<file path="src/sv/assert_macros.svh">
// Assertion macros for the biconnected component finder RTL
`ifndef ASSERT_MACROS_SVH
`define ASSERT_MACROS_SVH

// Same-cycle implication, disabled while reset is asserted
`define BCF_ASSERT_IMP(lbl, clk, rstn, ante, cons, msg) \
  lbl: assert property (@(posedge clk) disable iff (!rstn) (ante) |-> (cons)) \
    else $error(msg);

// Next-cycle implication, disabled while reset is asserted
`define BCF_ASSERT_NXT(lbl, clk, rstn, ante, cons, msg) \
  lbl: assert property (@(posedge clk) disable iff (!rstn) (ante) |=> (cons)) \
    else $error(msg);

`endif

</file>
<file path="src/sv/bcf_pkg.sv">
// Shared types, constants and codes for the biconnected component finder
`default_nettype none

package bcf_pkg;

  // Field and store sizes fixed by the 6-bit vertex fields
  localparam int VERT_W          = 6;
  localparam int MAX_VERTICES    = 64;
  localparam int MAX_ENTRIES_DEF = 128;
  localparam int STACK_DEPTH     = 64;
  localparam int RESULT_CAP      = 64;
  localparam int CNT_W           = 7;   // counts 0..64
  localparam int TIME_W          = 7;
  localparam int COMP_W          = 6;
  localparam int VC_W            = 7;

  // Command codes
  localparam logic [1:0] CMD_APPEND = 2'd0;
  localparam logic [1:0] CMD_RUN    = 2'd1;
  localparam logic [1:0] CMD_CLEAR  = 2'd2;

  // Edge stack entry
  typedef struct packed {
    logic [VERT_W-1:0] from_v;
    logic [VERT_W-1:0] to_v;
  } edge_t;

  // Buffered result entry
  typedef struct packed {
    edge_t             edge_v;
    logic [COMP_W-1:0] comp;
    logic              last;
  } res_t;

  // Controller states
  typedef enum logic [4:0] {
    S_IDLE, S_APP1, S_APP2, S_INIT, S_ROOT, S_RENT, S_STEP, S_EDGE, S_DEC,
    S_RET, S_RET2, S_POP, S_POPW, S_DRAIN, S_DRAINW, S_ORD, S_OLD, S_OWAIT
  } state_t;

  // Datapath micro-operations
  typedef enum logic [4:0] {
    OP_NONE, OP_ACCEPT, OP_CLEAR, OP_APP1, OP_APP2, OP_INIT, OP_ROOT_RD,
    OP_RENT, OP_STEP_RD, OP_EDGE, OP_DEC, OP_RET, OP_RET2, OP_POP_RD,
    OP_POP_EMIT, OP_DRAIN_EMIT, OP_ROOT_NEXT, OP_ORD, OP_OLD, OP_OACK
  } op_t;

  // Datapath status toward the controller
  typedef struct packed {
    logic app_bad;
    logic cur_null;
    logic depth_one;
    logic ret_pop;
    logic pop_last;
    logic stack_empty;
    logic root_done;
    logic root_vis;
    logic res_empty;
    logic out_last;
  } sts_t;

endpackage

`default_nettype wire

</file>
<file path="src/sv/bcf_ctrl.sv">
// Controller: sequences loads, the depth-first walk and result delivery
`default_nettype none

module bcf_ctrl (
  input  wire logic          clk,
  input  wire logic          rst_n,
  input  wire logic          in_valid,
  input  wire logic [1:0]    in_command,
  output logic               in_ready,
  output logic               out_valid,
  input  wire logic          out_ready,
  input  wire bcf_pkg::sts_t sts,
  output bcf_pkg::op_t       op
);

  bcf_pkg::state_t state_r, state_nxt;

  // State register
  always_ff @(posedge clk) begin
    if (!rst_n) begin
      state_r <= bcf_pkg::S_IDLE;
    end else begin
      state_r <= state_nxt;
    end
  end

  // Next state and micro-operation
  always_comb begin
    state_nxt = state_r;
    op        = bcf_pkg::OP_NONE;
    in_ready  = 1'b0;
    out_valid = 1'b0;
    case (state_r)
      bcf_pkg::S_IDLE: begin
        in_ready = 1'b1;
        if (in_valid) begin
          case (in_command)
            bcf_pkg::CMD_APPEND: begin
              op        = bcf_pkg::OP_ACCEPT;
              state_nxt = bcf_pkg::S_APP1;
            end
            bcf_pkg::CMD_RUN: begin
              state_nxt = bcf_pkg::S_INIT;
            end
            bcf_pkg::CMD_CLEAR: begin
              op = bcf_pkg::OP_CLEAR;
            end
            default: begin
            end
          endcase
        end
      end
      bcf_pkg::S_APP1: begin
        op        = bcf_pkg::OP_APP1;
        state_nxt = sts.app_bad ? bcf_pkg::S_IDLE : bcf_pkg::S_APP2;
      end
      bcf_pkg::S_APP2: begin
        op        = bcf_pkg::OP_APP2;
        state_nxt = bcf_pkg::S_IDLE;
      end
      bcf_pkg::S_INIT: begin
        op        = bcf_pkg::OP_INIT;
        state_nxt = bcf_pkg::S_ROOT;
      end
      bcf_pkg::S_ROOT: begin
        if (sts.root_done) begin
          state_nxt = sts.res_empty ? bcf_pkg::S_IDLE : bcf_pkg::S_ORD;
        end else if (sts.root_vis) begin
          state_nxt = bcf_pkg::S_DRAIN;
        end else begin
          op        = bcf_pkg::OP_ROOT_RD;
          state_nxt = bcf_pkg::S_RENT;
        end
      end
      bcf_pkg::S_RENT: begin
        op        = bcf_pkg::OP_RENT;
        state_nxt = bcf_pkg::S_STEP;
      end
      bcf_pkg::S_STEP: begin
        if (sts.cur_null) begin
          state_nxt = bcf_pkg::S_RET;
        end else begin
          op        = bcf_pkg::OP_STEP_RD;
          state_nxt = bcf_pkg::S_EDGE;
        end
      end
      bcf_pkg::S_EDGE: begin
        op        = bcf_pkg::OP_EDGE;
        state_nxt = bcf_pkg::S_DEC;
      end
      bcf_pkg::S_DEC: begin
        op        = bcf_pkg::OP_DEC;
        state_nxt = bcf_pkg::S_STEP;
      end
      bcf_pkg::S_RET: begin
        op        = bcf_pkg::OP_RET;
        state_nxt = sts.depth_one ? bcf_pkg::S_DRAIN : bcf_pkg::S_RET2;
      end
      bcf_pkg::S_RET2: begin
        op        = bcf_pkg::OP_RET2;
        state_nxt = sts.ret_pop ? bcf_pkg::S_POP : bcf_pkg::S_STEP;
      end
      bcf_pkg::S_POP: begin
        op        = bcf_pkg::OP_POP_RD;
        state_nxt = bcf_pkg::S_POPW;
      end
      bcf_pkg::S_POPW: begin
        op        = bcf_pkg::OP_POP_EMIT;
        state_nxt = sts.pop_last ? bcf_pkg::S_STEP : bcf_pkg::S_POP;
      end
      bcf_pkg::S_DRAIN: begin
        if (sts.stack_empty) begin
          op        = bcf_pkg::OP_ROOT_NEXT;
          state_nxt = bcf_pkg::S_ROOT;
        end else begin
          op        = bcf_pkg::OP_POP_RD;
          state_nxt = bcf_pkg::S_DRAINW;
        end
      end
      bcf_pkg::S_DRAINW: begin
        op        = bcf_pkg::OP_DRAIN_EMIT;
        state_nxt = bcf_pkg::S_DRAIN;
      end
      bcf_pkg::S_ORD: begin
        op        = bcf_pkg::OP_ORD;
        state_nxt = bcf_pkg::S_OLD;
      end
      bcf_pkg::S_OLD: begin
        op        = bcf_pkg::OP_OLD;
        state_nxt = bcf_pkg::S_OWAIT;
      end
      bcf_pkg::S_OWAIT: begin
        out_valid = 1'b1;
        if (out_ready) begin
          op        = bcf_pkg::OP_OACK;
          state_nxt = sts.out_last ? bcf_pkg::S_IDLE : bcf_pkg::S_ORD;
        end
      end
      default: begin
        state_nxt = bcf_pkg::S_IDLE;
      end
    endcase
  end

endmodule

`default_nettype wire

</file>
<file path="config.mk">
export PLATFORM = sky130hd
export DESIGN_NAME = bcf_ctrl
export DESIGN_NICKNAME = d
export VERILOG_FILES = /design/src/sv/assert_macros.svh /design/src/sv/bcf_pkg.sv /design/src/sv/bcf_ctrl.sv
export SDC_FILE = /design/constraint.sdc
export NUM_CORES = 1
export LEC_CHECK = 0
export BUFFER_PORTS_ARGS = -buffer_cell sky130_fd_sc_hd__buf_4
export CAP_MARGIN = 25
export CORE_UTILIZATION = 48
export DETAILED_ROUTE_END_ITERATION = 16
export PLACE_DENSITY_LB_ADDON = 0.1
export SYNTH_ARGS = -nofsm -noshare
export SYNTH_HDL_FRONTEND = slang
export SYNTH_SLANG_ARGS = --single-unit
</file>
<file path="constraint.sdc">
create_clock -name clk -period 3.8 [get_ports clk]
set_input_delay 0.38 -clock clk [delete_from_list [all_inputs] [get_ports clk]]
set_output_delay 0.38 -clock clk [all_outputs]
set_load 0.01 [all_outputs]
</file>
Yosys cells after proc, flatten, opt, wreduce, memory -nomap -nowiden
Index checks and enable logic that the tools add are counted.
- register bits after elaboration: 5
- input bits: 16
- output and inout port bits: 7
- equality and inequality tests: 22
- muxes and demuxes: 24
- reduce and logical (&&, ||, !) cells: 4
- operators by type and width (kind ; number):
    5-bit case mux with 18 select lines ; 1
    5-bit case mux with 16 select lines ; 1
    5-bit by 4-bit == test with 1-bit output (second input constant) ; 8
    4-bit 2-to-1 mux ; 9
    5-bit by 3-bit == test with 1-bit output (second input constant) ; 4
    5-bit 2-to-1 mux ; 4
    5-bit by 2-bit == test with 1-bit output (second input constant) ; 2
    5-bit == test (second input constant) ; 2
    5-bit case mux with 2 select lines ; 1
    3-bit 2-to-1 mux ; 3
    5-bit by 1-bit == test with 1-bit output (second input constant) ; 1
    5-bit logical NOT ; 1
    2-bit 2-to-1 mux ; 2
    2-bit != test (second input constant) ; 2
    2-bit case mux with 2 select lines ; 1
    3-bit by 1-bit != test with 1-bit output (second input constant) ; 1
    3-bit AND reduction ; 1
    2-bit by 1-bit == test with 1-bit output (second input constant) ; 1
    2-bit == test (second input constant) ; 1
    2-bit logical NOT ; 1
    1-bit 2-to-1 mux ; 2
    2-bit OR reduction ; 1

Longest topological paths before layout
- depth after elaboration: 4
- gate-level depth with buffers: 7
- mapped depth without buffers: 5

Worst setup path before layout
OpenSTA, ideal clock, no wires.
- path type: reg2out
- start: register state_r[0]
- end: output port op[0]
- data arrival time: 1280 ps
- setup slack: 2140 ps
- stages on the path, launching flop included: 6
- buffers on the path: 1
- cells stage by stage: dfxtp_1 > buf_6 > or3_4 > nor2_1 > nand4bb_1 > o2111ai_1
- longest elaborated chain between the ends: 2
- RTL lines (element ; RTL line ; RTL):
    start: declaration ; bcf_ctrl.sv:16 ; bcf_pkg::state_t state_r, state_nxt;
    start signal: assignment ; bcf_ctrl.sv:21 ; state_r <= bcf_pkg::S_IDLE;
    start signal: assignment ; bcf_ctrl.sv:23 ; state_r <= state_nxt;
    5-bit == test (tied with other cells) ; bcf_ctrl.sv:33 ; case (state_r)
    5-bit case mux with 18 select lines * ; bcf_ctrl.sv:33 ;
    end: declaration ; bcf_ctrl.sv:13 ; output bcf_pkg::op_t op
Every way passes the cells marked *; elsewhere a longest branch is shown, timed or not.

Worst setup path after layout
- start: register state_r[0]
- end: output port op[1]
The elaborated chain is that of the path after synthesis.

==> metrics.md <==
| Metric | Value |
|---|---|
| Most common library cell in the layout ignoring fill and taps | buf_4 |
| IO Port Bufs | 22 |
| Post-synth EDFFs | 0 |
| Crit-path cells | inv_1 > o21ai_0 > a21oi_1 > nor2_1 > o211ai_1 > buf_4 |
| Crit share post-route | 0.654 |
| Layout cell share with drive strength beyond 1 | 0.246 |
| Seq cells post-synth | 5 |
| Combinational Power Share | 0.341 |
| Final hold viol count | 0 |
| CTS Buf Count | 3 |
| Vias | 959 |
| Largest Register | state_r |
| Largest net degree at the start of global routing | 27 |
| Num ports | 23 |
| Ant. Diodes | 0 |
| Post-DRT Antenna Nets | 0 |
| Critical-path maximum fanout | 26 |
| Switching part of the total | 0.342 |
| Die height | 43.4 um |
| MaxCap Viol Count | 0 |
| PostCTS Resize Cnt | 0 |
| CP max stage cell | dfxtp_1 |
| Top cells by area, synth | dfxtp_1 12%, o21ai_0 6.7%, nor2_1 5.9%, buf_6 5.5%, nand2_1 4.6% |
| Pwr Total | 0.201 mW |
| First-pass GRT wire length | 3840 um |
| Pint | 0.132 mW |
| Final Instance Count excl. Fillers | 150 |
| Status | finished, violations left |
| Tmin final | 2.48 ns |
| Part of the power in registers | 0.334 |
| Initial Utilization | 0.527 |
| Cells after Synth | 118 |
| Critical Path Source Type | flop |
| CTS Root Cell | clkbuf_4 |
| Residual DRC count | 4 |
| F_max | 402 MHz |
| Worst-Margin Slew | 0.855 ns |
| Clock latency on the worst-skew pair | 0.25 ns |
| Worst path required time | 3.42 ns |
| Max incr delay on CP | 0.87 ns |
| CTS tree | built |
| Synth top area share | 0.122 |
| Post-layout net count | 151 |
| Worst vdd rail ir drop | 0.000170 V |
| Top flop regs | state_r (5) |
| Most used DFF post-synth | dfxtp_1 |
| Syn nets | 134 |
| Gr ovfl total | 0 |
| Drt via density | 6.39 |
| Yosys warning count | 0 |
| Synthesized area per cell | 6.97 um^2 |
| Initial antenna violation count | 0 |
| PwrDens | 213 mW/mm^2 |
| Switching Power | 0.0687 mW |
| Failing checks | DRC |
| Placed cell count | 146 |
| Critical Path AT | 2.10 ns |
| Leakage | 0.385 nW |
| RePlAce Congestion | 0.879 |
| GRT Overall Usage | 0.267 |
| Asr flop ratio synth | 0 |
| DP Wirelength | 1640 um |
| Crit. End Element | output pin |
| Clock transition at path regs | 0.04 ns |
| DR WL/cell | 15.3 um |
| RSZ-0062 raised after global routing | false |
| Die X | 43.4 um |
| Biggest area consumer among synthesized cells | dfxtp_1 |
| Post-CTS setup buffers | 0 |
| Max-slew headroom | 0.429 |
| Post-synthesis sequential area ratio | 0.122 |
| WL final | 2290 um |
| Final Max Tran Viols | 0 |
| Drt initial violations | 63 |
| TritonRoute pass-1 iters | 10 |
| Final Util | 0.604 |
| Most frequent cells in the layout | 22 x buf_4, 13 x nor2_1, 11 x o21ai_0 |
| Synth Cell Area | 822 um^2 |
| Clk sinks | 5 |
| Worst hold path type | input pin to flop |
| Setup violations, final | 0 |
| Clock network fraction of design power | 0.325 |
| Area growth from synthesis to layout | 14.5% |
| Hold buffers post-CTS | 0 |
| Vias in the first global route | 874 |
| Largest register FFs | 5 |
| Setup_tns | 0 ns |
| Die area | 0.00188 mm^2 |
| Clk_skew | 0.00407 ns |
| CTS Buffer Depth | 2 |
| Netlist cell types | 46 |
| Critical path type | flop to output pin |
| Core Area | 0.00156 mm^2 |
| Fillcell total | 151 |
| H-tree depth | 1 |
| Row cnt | 14 |
-- layer usage --
metal,GRT usage,vias up,part of all wire
li1,-,469,-
met1,0.366,429,0.42
met2,0.439,61,0.48
met3,0.0750,0,0.099
met4,0.0188,0,0
met5,0,-,0
-- cells by family after synthesis --
kind of cell	synth area share
AOI/OAI and AO/OA	0.332
xor gates and xnor gates	0.0213
buffers and inverters	0.135
DFF	0.122
muxes	0.0365
and+or+nand+nor	0.353
-- critical path: cells and delay by family, from the launching register on --
family	cells	cell delay [ns]
AND/OR/NAND/NOR	1	0.11
flip-flops	1	0.87
AO/OA/AOI/OAI	3	0.52
buffers and inverters	2	0.36
-- layout make-up --
type	instances	area (um^2)	share of cell area
Sequential cell	5	100	0.106
Clock buffer	4	26.3	0.0279
Tap cell	16	20.0	0.0213
Inverter	5	18.8	0.0199
Multi-Input combinational cell	98	611	0.649
Timing Repair Buffer	22	165	0.176
-- stage by stage --
step / area [um^2] / worst slack (ns) / hold slack (ns)
3_3_place_gp: 915 / 1.58 / 0.597
3_5_place_dp: 915 / 1.65 / 0.604
2_1_floorplan: 822 / 2.14 / 0.498
4_1_cts: 941 / 1.36 / 0.363
5_1_grt: 941 / 1.17 / 0.360
6_report: 941 / 1.32 / 0.360
-- cell usage after synthesis (2+ instances only) --
library cell and count:
nand3_1 5, o211ai_1 2, nor3_1 5, mux2i_1 3, o21a_1 2, a31oi_1 3, buf_2 4, o21ba_1 2
nand2b_1 2, buf_6 4, clkbuf_8 2, a21oi_1 7, nor2_1 13, o21ai_0 11, nor2b_1 2, inv_1 5
nand2_1 10, nor4b_1 3, dfxtp_1 5, o22ai_1 2
-- power by group through the flow --
stage | logic [mW] | registers (mW) | clock network [mW]
after floorplan | 0.0549 | 0.0564 | 0
after global placement | 0.0672 | 0.0673 | 0
after detailed placement | 0.0675 | 0.0673 | 0
after CTS | 0.0681 | 0.0665 | 0.0664
after global routing | 0.0758 | 0.0680 | 0.0701
final | 0.0684 | 0.0671 | 0.0653
-- final timing paths --
check	from	end	slack, ns	cells after the start
setup / recovery	state_r[0]	op[1]	1.32	6
hold / removal	rst_n	state_r[4]	0.36	2
setup reg to reg	state_r[0]	state_r[2]	1.89	5
hold reg to reg	state_r[4]	state_r[3]	0.80	2
Power figures use the tool's default switching activity.
